<file path="src/rtl/ttm_pkg.sv">
// Shared constants and controller/datapath interface types for the task time monitor.
package ttm_pkg;

   localparam int TS_W       = 32;
   localparam int TIME_W     = 16;
   localparam int GROUP_W    = 3;
   localparam int WARM_W     = 4;
   localparam int CSR_IDX_W  = 3;
   localparam int CSR_DATA_W = 16;

   localparam logic [TIME_W-1:0] TIME_MAX = 16'hffff;

   localparam logic MODE_START = 1'b0;
   localparam logic MODE_STOP  = 1'b1;

   localparam logic [CSR_IDX_W-1:0] CSR_TICKS_PER_UNIT = 3'd0;
   localparam logic [CSR_IDX_W-1:0] CSR_CALL_OVERHEAD  = 3'd1;
   localparam logic [CSR_IDX_W-1:0] CSR_PERIODIC_GROUP = 3'd2;
   localparam logic [CSR_IDX_W-1:0] CSR_IDLE_GROUP     = 3'd3;
   localparam logic [CSR_IDX_W-1:0] CSR_WARMUP_PERIODS = 3'd4;

   localparam logic [TIME_W-1:0]  RST_TICKS_PER_UNIT = 16'd1;
   localparam logic [TIME_W-1:0]  RST_CALL_OVERHEAD  = 16'd0;
   localparam logic [GROUP_W-1:0] RST_PERIODIC_GROUP = 3'd0;
   localparam logic [GROUP_W-1:0] RST_IDLE_GROUP     = 3'd7;
   localparam logic [WARM_W-1:0]  RST_WARMUP_PERIODS = 4'd9;

   typedef struct packed {
      logic capture;
      logic launch;
      logic post;
      logic finish;
   } ttm_cmd_type;

   typedef struct packed {
      logic div_done;
      logic out_free;
   } ttm_sts_type;

endpackage

</file>
<file path="src/rtl/task_time_monitor.sv">
// Top level of the task time monitor: controller and datapath.
//
// A start or stop transaction passes through acceptance, where the store read happens,
// the divider load, the bit-serial divider, which produces one quotient bit per cycle,
// the divider's done flag, overhead removal with saturation, and retirement, which
// registers the result and waits while an earlier result has not been taken. The
// next transaction can be accepted in the cycle after retirement. req_ready is high
// while no transaction is in flight; a result waiting in the output register does not
// hold off acceptance. Configuration writes are taken in any cycle (csr_ready is tied
// high) and should be made while the block is idle.
module task_time_monitor
   import ttm_pkg::*;
#(
   parameter int GROUPS = 8
)
(
   input  logic                  clock,
   input  logic                  reset,
   input  logic                  req_valid,
   output logic                  req_ready,
   input  logic                  req_mode,
   input  logic [GROUP_W-1:0]    req_group,
   input  logic [TS_W-1:0]       req_timestamp,
   output logic                  rsp_valid,
   input  logic                  rsp_ready,
   output logic [TIME_W-1:0]     rsp_period_time,
   output logic                  rsp_period_valid,
   output logic [TIME_W-1:0]     rsp_max_period,
   output logic [TIME_W-1:0]     rsp_exec_time,
   output logic [TIME_W-1:0]     rsp_max_exec,
   output logic [TIME_W-1:0]     rsp_idle_max,
   output logic [TIME_W-1:0]     rsp_idle_min,
   input  logic                  csr_valid,
   output logic                  csr_ready,
   input  logic [CSR_IDX_W-1:0]  csr_index,
   input  logic [CSR_DATA_W-1:0] csr_wdata
);

   ttm_cmd_type cmd;
   ttm_sts_type sts;

   assign csr_ready = 1'b1;

   ttm_ctrl u_ctrl (
      .clock     (clock),
      .reset     (reset),
      .req_valid (req_valid),
      .req_ready (req_ready),
      .cmd       (cmd),
      .sts       (sts)
   );

   ttm_datapath #(
      .GROUPS (GROUPS)
   ) u_datapath (
      .clock            (clock),
      .reset            (reset),
      .cmd              (cmd),
      .sts              (sts),
      .req_mode         (req_mode),
      .req_group        (req_group),
      .req_timestamp    (req_timestamp),
      .rsp_valid        (rsp_valid),
      .rsp_ready        (rsp_ready),
      .rsp_period_time  (rsp_period_time),
      .rsp_period_valid (rsp_period_valid),
      .rsp_max_period   (rsp_max_period),
      .rsp_exec_time    (rsp_exec_time),
      .rsp_max_exec     (rsp_max_exec),
      .rsp_idle_max     (rsp_idle_max),
      .rsp_idle_min     (rsp_idle_min),
      .csr_valid        (csr_valid),
      .csr_index        (csr_index),
      .csr_wdata        (csr_wdata)
   );

endmodule

</file>
<file path="src/rtl/ttm_div.sv">
// Bit-serial restoring divider: 32-bit dividend by 16-bit divisor, one quotient bit a cycle.
module ttm_div
   import ttm_pkg::*;
(
   input  logic              clock,
   input  logic              reset,
   input  logic              start,
   input  logic [TS_W-1:0]   dividend,
   input  logic [TIME_W-1:0] divisor,
   output logic              done,
   output logic [TS_W-1:0]   quotient
);

   localparam int STEPS = TS_W;
   localparam int CNT_W = $clog2(STEPS + 1);

   logic [CNT_W-1:0]  cnt_ff;
   logic              busy_ff;
   logic              done_ff;
   logic [TIME_W-1:0] rem_ff;
   logic [TIME_W-1:0] dvs_ff;
   logic [TS_W-1:0]   quo_ff;

   logic [TIME_W:0] shifted;
   logic [TIME_W:0] diff;
   logic            ge;

   assign shifted = {rem_ff, quo_ff[TS_W-1]};
   assign ge      = shifted >= {1'b0, dvs_ff};
   assign diff    = shifted - {1'b0, dvs_ff};

   always_ff @(posedge clock) begin
      if (reset) begin
         busy_ff <= 1'b0;
         done_ff <= 1'b0;
         cnt_ff  <= '0;
      end else begin
         done_ff <= 1'b0;
         if (start) begin
            busy_ff <= 1'b1;
            cnt_ff  <= CNT_W'(STEPS);
         end else if (busy_ff) begin
            cnt_ff <= cnt_ff - 1'b1;
            if (cnt_ff == CNT_W'(1)) begin
               busy_ff <= 1'b0;
               done_ff <= 1'b1;
            end
         end
      end
   end

   always_ff @(posedge clock) begin
      if (start) begin
         rem_ff <= '0;
         dvs_ff <= divisor;
         quo_ff <= dividend;
      end else if (busy_ff) begin
         rem_ff <= ge ? diff[TIME_W-1:0] : shifted[TIME_W-1:0];
         quo_ff <= {quo_ff[TS_W-2:0], ge};
      end
   end

   assign done     = done_ff;
   assign quotient = quo_ff;

endmodule

</file>
<file path="src/rtl/ttm_ctrl.sv">
// Sequencing state machine: capture, divide, post-process and retire one transaction.
module ttm_ctrl
   import ttm_pkg::*;
(
   input  logic        clock,
   input  logic        reset,
   input  logic        req_valid,
   output logic        req_ready,
   output ttm_cmd_type cmd,
   input  ttm_sts_type sts
);

   typedef enum logic [2:0] {
      ST_IDLE,
      ST_LAUNCH,
      ST_WAIT,
      ST_POST,
      ST_FINISH
   } state_type;

   state_type state_ff;

   always_ff @(posedge clock) begin
      if (reset) begin
         state_ff <= ST_IDLE;
      end else begin
         unique case (state_ff)
            ST_IDLE: begin
               if (req_valid) state_ff <= ST_LAUNCH;
            end
            ST_LAUNCH: state_ff <= ST_WAIT;
            ST_WAIT: begin
               if (sts.div_done) state_ff <= ST_POST;
            end
            ST_POST: state_ff <= ST_FINISH;
            ST_FINISH: begin
               if (sts.out_free) state_ff <= ST_IDLE;
            end
            default: state_ff <= ST_IDLE;
         endcase
      end
   end

   assign req_ready   = (state_ff == ST_IDLE);
   assign cmd.capture = (state_ff == ST_IDLE) && req_valid;
   assign cmd.launch  = (state_ff == ST_LAUNCH);
   assign cmd.post    = (state_ff == ST_POST);
   assign cmd.finish  = (state_ff == ST_FINISH) && sts.out_free;

endmodule

</file>
<file path="src/rtl/ttm_datapath.sv">
// Datapath: registers, per-group stores, divider, saturation, maxima and idle accounting.
module ttm_datapath
   import ttm_pkg::*;
#(
   parameter int GROUPS = 8
)
(
   input  logic                  clock,
   input  logic                  reset,
   input  ttm_cmd_type           cmd,
   output ttm_sts_type           sts,
   input  logic                  req_mode,
   input  logic [GROUP_W-1:0]    req_group,
   input  logic [TS_W-1:0]       req_timestamp,
   output logic                  rsp_valid,
   input  logic                  rsp_ready,
   output logic [TIME_W-1:0]     rsp_period_time,
   output logic                  rsp_period_valid,
   output logic [TIME_W-1:0]     rsp_max_period,
   output logic [TIME_W-1:0]     rsp_exec_time,
   output logic [TIME_W-1:0]     rsp_max_exec,
   output logic [TIME_W-1:0]     rsp_idle_max,
   output logic [TIME_W-1:0]     rsp_idle_min,
   input  logic                  csr_valid,
   input  logic [CSR_IDX_W-1:0]  csr_index,
   input  logic [CSR_DATA_W-1:0] csr_wdata
);

   localparam int GW    = $clog2(GROUPS);
   localparam int GEXTW = 7;

   // configuration
   logic [TIME_W-1:0]  ticks_ff;
   logic [TIME_W-1:0]  ovh_ff;
   logic [GROUP_W-1:0] per_grp_ff;
   logic [GROUP_W-1:0] idle_grp_ff;
   logic [WARM_W-1:0]  warm_cfg_ff;

   always_ff @(posedge clock) begin
      if (reset) begin
         ticks_ff    <= RST_TICKS_PER_UNIT;
         ovh_ff      <= RST_CALL_OVERHEAD;
         per_grp_ff  <= RST_PERIODIC_GROUP;
         idle_grp_ff <= RST_IDLE_GROUP;
         warm_cfg_ff <= RST_WARMUP_PERIODS;
      end else if (csr_valid) begin
         unique case (csr_index)
            CSR_TICKS_PER_UNIT: ticks_ff    <= csr_wdata;
            CSR_CALL_OVERHEAD:  ovh_ff      <= csr_wdata;
            CSR_PERIODIC_GROUP: per_grp_ff  <= csr_wdata[GROUP_W-1:0];
            CSR_IDLE_GROUP:     idle_grp_ff <= csr_wdata[GROUP_W-1:0];
            CSR_WARMUP_PERIODS: warm_cfg_ff <= csr_wdata[WARM_W-1:0];
            default: ;
         endcase
      end
   end

   // per-group stores
   logic [TS_W-1:0]   stamp_mem_ff [GROUPS];
   logic [TIME_W-1:0] lexec_mem_ff [GROUPS];
   logic [TIME_W-1:0] lper_mem_ff  [GROUPS];
   logic [GROUPS-1:0] armed_ff;
   logic [GROUPS-1:0] lexec_vld_ff;
   logic [GROUPS-1:0] lper_vld_ff;

   // idle accounting
   logic [TIME_W-1:0] idle_total_ff;
   logic [TIME_W-1:0] idle_high_ff;
   logic [TIME_W-1:0] idle_low_ff;
   logic [WARM_W-1:0] warm_seen_ff;

   // captured transaction
   logic               mode_ff;
   logic [GROUP_W-1:0] group_ff;
   logic [GW-1:0]      idx_ff;
   logic               inrange_ff;
   logic [TS_W-1:0]    ts_ff;
   logic [TS_W-1:0]    stamp_rd_ff;
   logic [TIME_W-1:0]  lexec_rd_ff;
   logic [TIME_W-1:0]  lper_rd_ff;
   logic               lexec_vld_rd_ff;
   logic               lper_vld_rd_ff;
   logic               armed_rd_ff;
   logic [TIME_W-1:0]  t16_ff;

   logic [GEXTW-1:0] req_grp_ext;
   logic [GW-1:0]    req_idx;
   logic             req_inrange;

   assign req_grp_ext = GEXTW'(req_group);
   assign req_idx     = req_grp_ext[GW-1:0];
   assign req_inrange = req_grp_ext < GEXTW'(GROUPS);

   always_ff @(posedge clock) begin
      if (cmd.capture) begin
         mode_ff         <= req_mode;
         group_ff        <= req_group;
         idx_ff          <= req_idx;
         inrange_ff      <= req_inrange;
         ts_ff           <= req_timestamp;
         stamp_rd_ff     <= stamp_mem_ff[req_idx];
         lexec_rd_ff     <= lexec_mem_ff[req_idx];
         lper_rd_ff      <= lper_mem_ff[req_idx];
         lexec_vld_rd_ff <= req_inrange ? lexec_vld_ff[req_idx] : 1'b0;
         lper_vld_rd_ff  <= req_inrange ? lper_vld_ff[req_idx] : 1'b0;
         armed_rd_ff     <= req_inrange ? armed_ff[req_idx] : 1'b0;
      end
   end

   // divide
   logic [TS_W-1:0]   div_dividend;
   logic [TIME_W-1:0] div_divisor;
   logic [TS_W-1:0]   quotient;
   logic              div_done;

   assign div_dividend = ts_ff - stamp_rd_ff;
   assign div_divisor  = (ticks_ff == '0) ? TIME_W'(1) : ticks_ff;

   ttm_div u_div (
      .clock    (clock),
      .reset    (reset),
      .start    (cmd.launch),
      .dividend (div_dividend),
      .divisor  (div_divisor),
      .done     (div_done),
      .quotient (quotient)
   );

   // overhead removal and saturation
   logic [TS_W-1:0]   ovh_ext;
   logic [TS_W-1:0]   q_adj;
   logic [TIME_W-1:0] t16_in;

   assign ovh_ext = TS_W'(ovh_ff);
   always_comb begin
      if (mode_ff == MODE_STOP) begin
         q_adj = (quotient > ovh_ext) ? (quotient - ovh_ext) : '0;
      end else begin
         q_adj = quotient;
      end
      t16_in = (q_adj > TS_W'(TIME_MAX)) ? TIME_MAX : q_adj[TIME_W-1:0];
   end

   always_ff @(posedge clock) begin
      if (cmd.post) t16_ff <= t16_in;
   end

   // retire
   logic              is_start;
   logic              is_stop;
   logic [TIME_W-1:0] lper_cur;
   logic [TIME_W-1:0] lexec_cur;
   logic [TIME_W-1:0] per_out;
   logic              pvalid_out;
   logic [TIME_W-1:0] exec_out;
   logic [TIME_W-1:0] lper_in;
   logic [TIME_W-1:0] lexec_in;
   logic [TIME_W:0]   idle_sum;
   logic [TIME_W-1:0] idle_sat;
   logic              warm_done;

   assign is_start   = inrange_ff && (mode_ff == MODE_START);
   assign is_stop    = inrange_ff && (mode_ff == MODE_STOP);
   assign lper_cur   = lper_vld_rd_ff ? lper_rd_ff : '0;
   assign lexec_cur  = lexec_vld_rd_ff ? lexec_rd_ff : '0;
   assign pvalid_out = is_start && armed_rd_ff;
   assign per_out    = pvalid_out ? t16_ff : '0;
   assign exec_out   = is_stop ? t16_ff : '0;
   assign lper_in    = (per_out > lper_cur) ? per_out : lper_cur;
   assign lexec_in   = (exec_out > lexec_cur) ? exec_out : lexec_cur;
   assign idle_sum   = {1'b0, idle_total_ff} + {1'b0, t16_ff};
   assign idle_sat   = idle_sum[TIME_W] ? TIME_MAX : idle_sum[TIME_W-1:0];
   assign warm_done  = warm_seen_ff >= warm_cfg_ff;

   always_ff @(posedge clock) begin
      if (reset) begin
         armed_ff      <= '0;
         lexec_vld_ff  <= '0;
         lper_vld_ff   <= '0;
         idle_total_ff <= '0;
         idle_high_ff  <= '0;
         idle_low_ff   <= TIME_MAX;
         warm_seen_ff  <= '0;
      end else if (cmd.finish) begin
         if (is_start) begin
            armed_ff[idx_ff]    <= 1'b1;
            lper_vld_ff[idx_ff] <= 1'b1;
            if (group_ff == per_grp_ff) begin
               if (warm_done) begin
                  if (idle_total_ff > idle_high_ff) idle_high_ff <= idle_total_ff;
                  if (idle_total_ff < idle_low_ff) idle_low_ff <= idle_total_ff;
               end else begin
                  warm_seen_ff <= warm_seen_ff + 1'b1;
               end
               idle_total_ff <= '0;
            end
         end
         if (is_stop) begin
            lexec_vld_ff[idx_ff] <= 1'b1;
            if (group_ff == idle_grp_ff) idle_total_ff <= idle_sat;
         end
      end
   end

   always_ff @(posedge clock) begin
      if (cmd.finish && is_start) begin
         stamp_mem_ff[idx_ff] <= ts_ff;
         lper_mem_ff[idx_ff]  <= lper_in;
      end
      if (cmd.finish && is_stop) begin
         lexec_mem_ff[idx_ff] <= lexec_in;
      end
   end

   // result register
   logic rsp_valid_ff;

   always_ff @(posedge clock) begin
      if (reset) begin
         rsp_valid_ff <= 1'b0;
      end else if (cmd.finish) begin
         rsp_valid_ff <= 1'b1;
      end else if (rsp_ready) begin
         rsp_valid_ff <= 1'b0;
      end
   end

   always_ff @(posedge clock) begin
      if (cmd.finish) begin
         rsp_period_time  <= per_out;
         rsp_period_valid <= pvalid_out;
         rsp_max_period   <= inrange_ff ? lper_in : '0;
         rsp_exec_time    <= exec_out;
         rsp_max_exec     <= inrange_ff ? lexec_in : '0;
         rsp_idle_max     <= (is_start && group_ff == per_grp_ff && warm_done &&
                              idle_total_ff > idle_high_ff) ? idle_total_ff : idle_high_ff;
         rsp_idle_min     <= (is_start && group_ff == per_grp_ff && warm_done &&
                              idle_total_ff < idle_low_ff) ? idle_total_ff : idle_low_ff;
      end
   end

   assign rsp_valid    = rsp_valid_ff;
   assign sts.div_done = div_done;
   assign sts.out_free = !rsp_valid_ff || rsp_ready;

endmodule

</file>
<file path="config.mk">
export PLATFORM = sky130hd
export DESIGN_NAME = task_time_monitor
export DESIGN_NICKNAME = d
export VERILOG_FILES = /design/src/rtl/ttm_pkg.sv /design/src/rtl/task_time_monitor.sv /design/src/rtl/ttm_div.sv /design/src/rtl/ttm_ctrl.sv /design/src/rtl/ttm_datapath.sv
export SDC_FILE = /design/constraint.sdc
export NUM_CORES = 1
export LEC_CHECK = 0
export BUFFER_PORTS_ARGS = -buffer_cell sky130_fd_sc_hd__buf_2
export CAP_MARGIN = 20
export CORE_ASPECT_RATIO = 1.25
export CORE_MARGIN = 2
export CORE_UTILIZATION = 40
export DETAILED_ROUTE_END_ITERATION = 8
export GPL_TIMING_DRIVEN = 0
export PLACE_DENSITY = 0.58
export SETUP_SLACK_MARGIN = 0.4
export SLEW_MARGIN = 10
export SYNTH_ARGS = -nofsm -noshare
export SYNTH_HDL_FRONTEND = slang
export SYNTH_HIERARCHICAL = 1
export SYNTH_SLANG_ARGS = --single-unit
export TNS_END_PERCENT = 100
</file>
<file path="constraint.sdc">
create_clock -name clock -period 24 [get_ports clock]
set_input_delay 4.8 -clock clock [delete_from_list [all_inputs] [get_ports clock]]
set_output_delay 4.8 -clock clock [all_outputs]
set_load 0.02 [all_outputs]
</file>
# == Word-level counts from Yosys, hierarchy flattened ==
# Memory sizes are Yosys's and may differ from the RTL's. A register that Yosys moved wholly into a read port is not among the register bits.
# Cells that the tools add are included.
# op_classes
n_addsub,6
order_cmp,12
eq_ne,14
n_mux,42
bitwise,6
n_reduce_logical,32
# ops
operator,count
$mux 16,14
$mux 32,4
$gt 16x16->1,3
$gt 32x16->1,1
$gt 32x16->1 const B,1
$sub 32x16->32,1
$sub 32x32->32,1
$or 8x8->8,3
$add 16x16->17,1
$ge 17x16->1,1
$logic_not 16->1,1
$lt 16x16->1,1
$sub 16x16->16,1
$pmux 3 s5,1
$mux 1,14
$reduce_and 2->1,7
$eq 3x2->1 const B,4
$logic_and 1x1->1,12
$lt 3x4->1 const B,3
$mux 6,2
$reduce_and 5->1,2
$bmux 1 s3,3
$mux 3,3
$eq 3x1->1 const B,2
other kinds (19),26
# word_totals
register_bits,347
ramBits,512
in_bits,60
output_inout_bits,100
wordCells,151
mem_count,3
# mem_list
name,depth,width,rd,rd_ports_with_merged_regs,wr,line_no,source
u_datapath.stamp_mem_ff,8,32,1,1,1,ttm_datapath.sv:59,logic [TS_W-1:0] stamp_mem_ff [GROUPS];
u_datapath.lexec_mem_ff,8,16,1,1,1,ttm_datapath.sv:60,logic [TIME_W-1:0] lexec_mem_ff [GROUPS];
u_datapath.lper_mem_ff,8,16,1,1,1,ttm_datapath.sv:61,logic [TIME_W-1:0] lper_mem_ff [GROUPS];

# == Longest topological paths before layout ==
# Gate-level depths: netlist (run 1).
# logic_depth
ltp_word,6
ltp_mapped,18
mapped_depth_nobuf,14

# == By module ==
# The synthesis (run 1) kept the hierarchy.
# by_module_without_submodules
module,n_inst,cells_per_inst,area_each_um2,seq_area_each_um2
ttm_datapath,1,2453,36457.5,24243.3
ttm_div,1,331,3761.1,1921.8
ttm_ctrl,1,26,224.0,60.1
task_time_monitor,1,2,11.3,0.0

# == Worst setup path after synthesis (run 1) ==
# No wires, ideal clock.
# synth_path
kind,input to register
startpoint,input port rsp_ready
endpoint,"memory u_datapath.lper_mem_ff[0][0], enable pin"
setup_time_ps,518
arrival_ps,18713
required_ps,23482
slack_ps,4769
stages,6
n_path_buf,1
path_cell_list,nand2b_1 > nor4bb_1 > clkbuf_1 > inv_1 > or3_1 > nor3_1
# synth_rtl
item,line_no,source
from (decl),task_time_monitor.sv:25,"input logic rsp_ready,"
to (decl),ttm_datapath.sv:61,

==> results.py, run 1 <==
metrics = {
    "clock_network": {
        "postCtsResizedCells": 0,
        "postCtsSetupBuffers": 0,
        "clkTransAtPathRegs_ns": 0.06,
        "clkSinkCount": 922,
        "ctsHoldBuffers": 0,
        "cts_root_buffer": "clkbuf_16",
        "cts_tree": "done",
        "htreeDepth": 3,
        "clock_latency_ns": 0.70,
        "max-clock-path-buffers": 3,
        "cts_buffers": 92,
    },
    "pwr": {
        "max-vdd-ir-drop_v": 0.0000587,
        "switchingPower_mw": 1.16,
        "combPwrFrac_pct": 18.2,
        "power.internal_mw": 3.01,
        "sw_frac_of_total_pct": 27.7,
        "power.density_nw_per_um2": 89.0,
        "clockPowerShare_pct": 34.8,
        "power_frac_seq_pct": 47.0,
        "p_leak_nw": 17.0,
    },
    "synth": {
        "async_flop_share_pct": 0,
        "yosys_most_used_dff": "edfxtp_1",
        "yosysUniqueCellTypes": 82,
        "synth_edf_count": 776,
        "syn-instance-count": 2812,
        "syn-cell-area_um2": 40500,
        "synth_top_area_share_pct": 57.6,
        "yosys_warnings": 6,
        "ys_seq_elements": 922,
        "synth_seq_area_share_pct": 64.8,
        "synth_top_area_cell": "edfxtp_1",
        "synth_nets": 3025,
        "avgSynthCellArea_um2": 14.4,
        "synth_area_leaders": "edfxtp_1 58%, mux4_2 7.5%, dfxtp_1 7.2%, ha_1 4.6%, mux2_2 2.9%",
    },
    "grt": {
        "grt_max_degree": 46,
        "grt_usage_pct": 19.9,
        "grt_pass1_wl_um": 154000,
        "overflow": 0,
        "antenna_found_initial": 13,
        "grt_pass1_vias": 25244,
    },
    "critical_path": {
        "worstSetupPathType": "in -> reg",
        "end_kind": "flop",
        "timing.critical_path.mode_cell": "buf_4",
        "start_kind": "primary input",
        "critical_path.slowest_cell": "nor4bb_4",
        "path_cells": "buf_2 > nand2b_1 > nor4bb_4 > buf_6 > clkbuf_1 > inv_1 > or3_1 > nor3_2 > buf_6 > buf_4 > buf_6 > buf_4 > buf_4 > buf_4",
        "cp_max_fo": 8,
        "critPathRequiredTime_ns": 24.39,
        "max_stage_delay_ns": 0.61,
        "crit_arrival_ns": 8.90,
    },
    "timing": {
        "relSlewSlack_pct": 23.8,
        "finalMaxSlewViolations": 0,
        "final-hold-violation-count": 0,
        "setup_viol": 0,
        "finClkSkew_ns": 0.0384,
        "max_freq_mhz": 118,
        "post-route-period-util_pct": 35.4,
        "tightest_slew_ns": 1.14,
        "period_minus_slack_ns": 8.50,
        "rsz0062_at_grt": "false",
    },
    "detailed_routing": {
        "viasPerCell": 5.36,
        "wl_per_cell_um": 22.8,
        "dr.pass1.iters": 7,
        "vias": 24203,
        "drc_errors": 2,
        "antenna_left": 0,
        "drt_iter0_markers": 1662,
        "wl_um": 103000,
    },
    "floorplan": {
        "die_h_um": 360,
        "core.rowCount": 130,
        "io_pins": 160,
        "start_util_pct": 40.3,
        "dieArea_um2": 104000,
        "core_area_um2": 100000,
        "fp.dieW_um": 288,
    },
    "finish": {
        "area_delta_synth_final_pct": 15.8,
        "final_common_cell": "edfxtp_1",
        "final_cell_mix": "776 x edfxtp_1, 284 x nand2_1, 165 x buf_2",
        "fin_util_pct": 46.7,
        "final_layout_size_suffix_gt1_share_pct": 20.1,
        "finish.instance_area_um2": 46900,
        "finalNetCount": 3335,
    },
    "placed_design": {
        "hpwl_um": 73800,
        "placement.io_buffers": 158,
        "routabilityCongestion": 0.874,
        "dpl_cell_area_um2": 43800,
    },
    "status": {
        "status": "finished with violations",
        "violations": "design-rule violations",
    },
    "job": {
        "cap_violations": 0,
    },
    "worst_hold_path": {
        "hp-class": "reg -> reg",
    },
}
-- cell usage after synthesis, types with 23 or more instances --
cell type  count
nand4_1       28
nand3_1       28
xnor2_1       57
clkbuf_1      95
mux4_2       134
inv_1        163
nor3_1        26
nor2_1       168
o21a_1        23
o21ai_0       96
a21o_1        47
mux2i_1       73
dfxtp_1      146
edfxtp_1     776
a21oi_1      133
ha_1         149
mux2_2       103
nand2b_1      25
nand2_1      284
-- routing by layer --
layer | GRT usage [%] | vias up | routed length (um)
li1 | - | 11174 | -
met1 | 24.0 | 12232 | 41100
met2 | 35.2 | 606 | 52900
met3 | 3.43 | 171 | 5520
met4 | 7.47 | 20 | 3300
met5 | 0 | - | 121
-- sequential cells by signal, indices dropped and copies added (netlist names), 16 cells and up --
| signal | flops |
|---|---|
| u_datapath/ticks_ff | 16 |
| u_datapath/lexec_mem_ff | 128 |
| u_datapath/t16_ff | 16 |
| u_datapath/rsp_period_time | 16 |
| u_datapath/idle_total_ff | 16 |
| u_datapath/lper_mem_ff | 128 |
| u_datapath/idle_low_ff | 16 |
| u_datapath/rsp_idle_max | 16 |
| u_datapath/lper_rd_ff | 16 |
| u_datapath/ovh_ff | 16 |
| u_datapath/u_div/rem_ff | 16 |
| u_datapath/lexec_rd_ff | 16 |
| u_datapath/rsp_max_exec | 16 |
| u_datapath/ts_ff | 32 |
| u_datapath/rsp_exec_time | 16 |
| u_datapath/stamp_mem_ff | 256 |
| u_datapath/idle_high_ff | 16 |
| u_datapath/rsp_max_period | 16 |
| u_datapath/stamp_rd_ff | 32 |
| u_datapath/rsp_idle_min | 16 |
| u_datapath/u_div/quotient | 32 |
| u_datapath/u_div/dvs_ff | 16 |
-- final cells by class --
class	count	area, um^2
clock buffers	118	2500
clock inverters	51	534
flip-flops and latches	922	26200
repair buffers	216	1610
plain buffers	126	512
inverters	163	612
multi-input cells	1601	13200
diodes	1	2.50
well taps	1320	1650
fillers	8712	53500
-- power by group through the flow --
stage | clock network (mW) | registers (mW) | logic (mW)
floorplan | 0 | 1.98 | 0.534
global placement | 0 | 2.01 | 0.725
detailed placement | 0 | 1.99 | 0.759
CTS | 1.49 | 1.96 | 0.763
global route | 1.55 | 1.97 | 0.840
finish | 1.45 | 1.96 | 0.761
-- logic make-up after synthesis --
group	count (synthesis)	synth area share, %
multiplexers	310	12.1
other	1	0.00927
XOR/XNOR	76	1.65
buffers and inverters	289	2.78
flip-flops	922	64.8
AND/OR/NAND/NOR	642	7.20
adder cells (fa/ha/maj)	153	4.81
AO/OA/AOI/OAI	419	6.60
-- final timing paths --
kind | start | endpoint | slack [ns] | depth (start not counted)
max | rsp_ready | u_datapath/stamp_mem_ff[0][30] | 15.50 | 14
min reg2reg | u_datapath/ovh_ff[3] | u_datapath/ovh_ff[3] | 0.47 | 2
min | u_datapath/ovh_ff[3] | u_datapath/ovh_ff[3] | 0.47 | 2
max reg2reg | u_datapath/mode_ff | u_datapath/rsp_max_exec[14] | 18.01 | 17
-- worst max-delay path, delay by kind of cell --
family                 cells  cell delay (ns)
buffers and inverters     10             2.21
AND/OR/NAND/NOR            4             1.85
-- stage by stage --
| step | total power [mW] | hold WS [ns] | setup WS (ns) | setup TNS [ns] | std cells |
|---|---|---|---|---|---|
| after floorplan | 2.52 | 0.435 | 4.77 | 0 | 2812 |
| after global placement | 2.73 | 0.444 | -4.96 | -827.84 | 4290 |
| after detailed placement | 2.75 | 0.458 | 14.67 | 0 | 4344 |
| after CTS | 4.21 | 0.467 | 15.41 | 0 | 4513 |
| after global routing | 4.36 | 0.492 | 15.22 | 0 | 4517 |
| final | 4.17 | 0.465 | 15.50 | 0 | 4518 |
Power figures use the tool's default switching activity.
==> run 2, diff against run 1 <==
==> constraint.sdc (replaced) <==
create_clock -name clock -period 8.5 [get_ports clock]
set_input_delay 1.7 -clock clock [delete_from_list [all_inputs] [get_ports clock]]
set_output_delay 1.7 -clock clock [all_outputs]
set_load 0.02 [all_outputs]
==> run 2 against run 1 <==
The flow now finishes without violations. Clock-buffer cell count down 6. Wire length down 1.2%. Global-route usage down 0.22 points. Combinational power rose to 2.8 times the previous value. Non-clock buffer count down 7. Worst hold slack better by 0.0021 ns. Sequential power rose to 2.8 times the previous value. First-iteration DRC count up 4.6%. Critical endpoint is now u_datapath/rsp_max_exec[5].
==> results.py, run 2 (synthesis gave the netlist of run 1 again) <==
metrics = {
    "status": {
        "status": "complete, no violations",
    },
    "clock_network": {
        "ctsHoldBuffers": 0,
        "clkTransAtPathRegs_ns": 0.06,
        "cts_tree": "done",
        "cts_buffers": 91,
        "clock_latency_ns": 0.70,
        "clkSinkCount": 922,
        "postCtsSetupBuffers": 0,
        "postCtsResizedCells": 0,
        "max-clock-path-buffers": 3,
        "cts_root_buffer": "clkbuf_16",
        "htreeDepth": 3,
    },
    "timing": {
        "final.setup.tns_ns": 0,
        "rsz0062_at_grt": "false",
        "relSlewSlack_pct": 28.7,
        "setup_viol": 0,
        "post-route-period-util_pct": 69.5,
        "fin_ws_ns": 2.60,
        "max_freq_mhz": 169,
        "finalMaxSlewViolations": 0,
        "final-hold-violation-count": 0,
        "tightest_slew_ns": 1.07,
        "period_minus_slack_ns": 5.90,
        "finClkSkew_ns": 0.0464,
    },
    "placed_design": {
        "hpwl_um": 73100,
        "placement.io_buffers": 158,
        "routabilityCongestion": 0.885,
        "post-place-ws_ns": 2.54,
        "dp.cells": 4338,
    },
    "grt": {
        "grt_pass1_vias": 25044,
        "overflow": 0,
        "grt_pass1_wl_um": 152000,
        "antenna_found_initial": 9,
        "grt_usage_pct": 19.6,
        "grt_max_degree": 43,
    },
    "floorplan": {
        "io_pins": 160,
        "core.rowCount": 130,
        "dieArea_um2": 104000,
        "die_h_um": 360,
        "start_util_pct": 40.3,
        "core_area_um2": 100000,
        "fp.dieW_um": 288,
    },
    "finish": {
        "largest_reg_flops": 256,
        "final_cell_mix": "776 x edfxtp_1, 284 x nand2_1, 165 x buf_2",
        "top_register": "u_datapath/stamp_mem_ff",
        "final_layout_size_suffix_gt1_share_pct": 20.0,
        "stdcell_count": 4509,
        "area_delta_synth_final_pct": 15.8,
        "diodes": 0,
        "reg_top3": "u_datapath/stamp_mem_ff x256, u_datapath/lexec_mem_ff x128, u_datapath/lper_mem_ff x128",
        "final_common_cell": "edfxtp_1",
        "finalNetCount": 3327,
    },
    "job": {
        "cap_violations": 0,
    },
    "critical_path": {
        "end_kind": "flop",
        "crit_end": "u_datapath/rsp_max_exec[5]",
        "ff2ff_setup_slack_ns": 2.60,
        "timing.critical_path.mode_cell": "o21a_1",
        "max_stage_delay_ns": 0.75,
        "rr_endpoint": "u_datapath/rsp_max_exec[5]",
        "crit-reg2reg-launch": "u_datapath/mode_ff",
        "critical_path.slowest_cell": "mux2i_1",
        "start_kind": "flop",
        "critPathRequiredTime_ns": 8.87,
        "ff2ff_path_depth": 17,
        "cp-startpoint": "u_datapath/mode_ff",
        "crit_arrival_ns": 6.27,
        "cp_max_fo": 10,
        "worstSetupPathType": "reg -> reg",
        "path_cells": "clkbuf_1 > buf_1 > clkbuf_1 > nand2_1 > inv_1 > ha_1 > nand3_1 > o22ai_1 > o21a_1 > o21a_1 > o21a_1 > o21ai_0 > nand2b_1 > a21oi_1 > a31oi_1 > buf_2 > mux2i_1",
    },
    "detailed_routing": {
        "drc_errors": 0,
        "wl_um": 102000,
        "wl_per_cell_um": 22.6,
        "antenna_left": 0,
        "drt_iter0_markers": 1739,
        "viasPerCell": 5.35,
        "dr.pass1.iters": 5,
        "vias": 24103,
    },
    "pwr": {
        "power.density_nw_per_um2": 248,
        "max-vdd-ir-drop_v": 0.000175,
        "p_leak_nw": 16.9,
    },
    "worst_hold_path": {
        "hp-class": "reg -> reg",
    },
}
==> run 2: how the worst min path moves through the flow <==
stage / start / end / slack, ns / cells after the start
6_report: u_datapath/ovh_ff[13] / u_datapath/ovh_ff[13] / 0.47 / 2
5_1_grt: u_datapath/ovh_ff[5] / u_datapath/ovh_ff[5] / 0.49 / 2
2_1_floorplan: u_datapath/armed_ff[2] / u_datapath/armed_ff[2] / 0.43 / 2
3_5_place_dp: u_datapath/ovh_ff[14] / u_datapath/ovh_ff[14] / 0.45 / 2
3_3_place_gp: u_datapath/lexec_vld_ff[0] / u_datapath/lexec_vld_ff[0] / 0.44 / 2
4_1_cts: u_datapath/ovh_ff[13] / u_datapath/ovh_ff[13] / 0.47 / 2
==> run 2: critical path, delay by kind of cell, from the launching register on <==
family,cells,cell delay [ns]
buffers and inverters,5,2.50
AOI/OAI and AO/OA,7,1.38
muxes,1,0.75
DFF,1,0.41
and+or+nand+nor,3,0.36
adders and majority gates,1,0.16
==> run 2: layer usage <==
metal | vias to the layer above | GRT usage (%) | part of all wire [%]
met4 | 16 | 7.01 | 2.9
met3 | 170 | 3.73 | 5.3
met1 | 12187 | 23.6 | 40
met5 | - | 0 | 0.087
met2 | 574 | 34.8 | 52
li1 | 11156 | - | -
==> run 2: through the flow <==
stage               power (mW)  cell area (um^2)  hold WS, ns  util [%]
floorplan                 7.10             40500        0.435         -
global placement          7.69             42900        0.444      42.8
detailed placement        7.76             43900        0.452      43.7
CTS                       11.8             46800        0.466      46.6
global route              12.2             46800        0.489      46.7
finish                    11.6             46800        0.467      46.7
==> run 2: area by class of cell <==
| type | instances | area [um^2] |
|---|---|---|
| clock inverter | 56 | 531 |
| timing repair buffer | 209 | 1700 |
| sequential | 922 | 26200 |
| multi-input combinational | 1601 | 13200 |
| buffer | 126 | 512 |
| clock buffer | 112 | 2400 |
| fill | 8728 | 53500 |
| inverter | 163 | 612 |
| tap | 1320 | 1650 |
==> run 2: power by group <==
group | total [mW] | switching [mW] | internal, mW
registers | 5.53 | 0.210 | 5.32
clock network | 3.97 | 1.76 | 2.21
logic | 2.14 | 1.29 | 0.851
total | 11.6 | 3.26 | 8.38
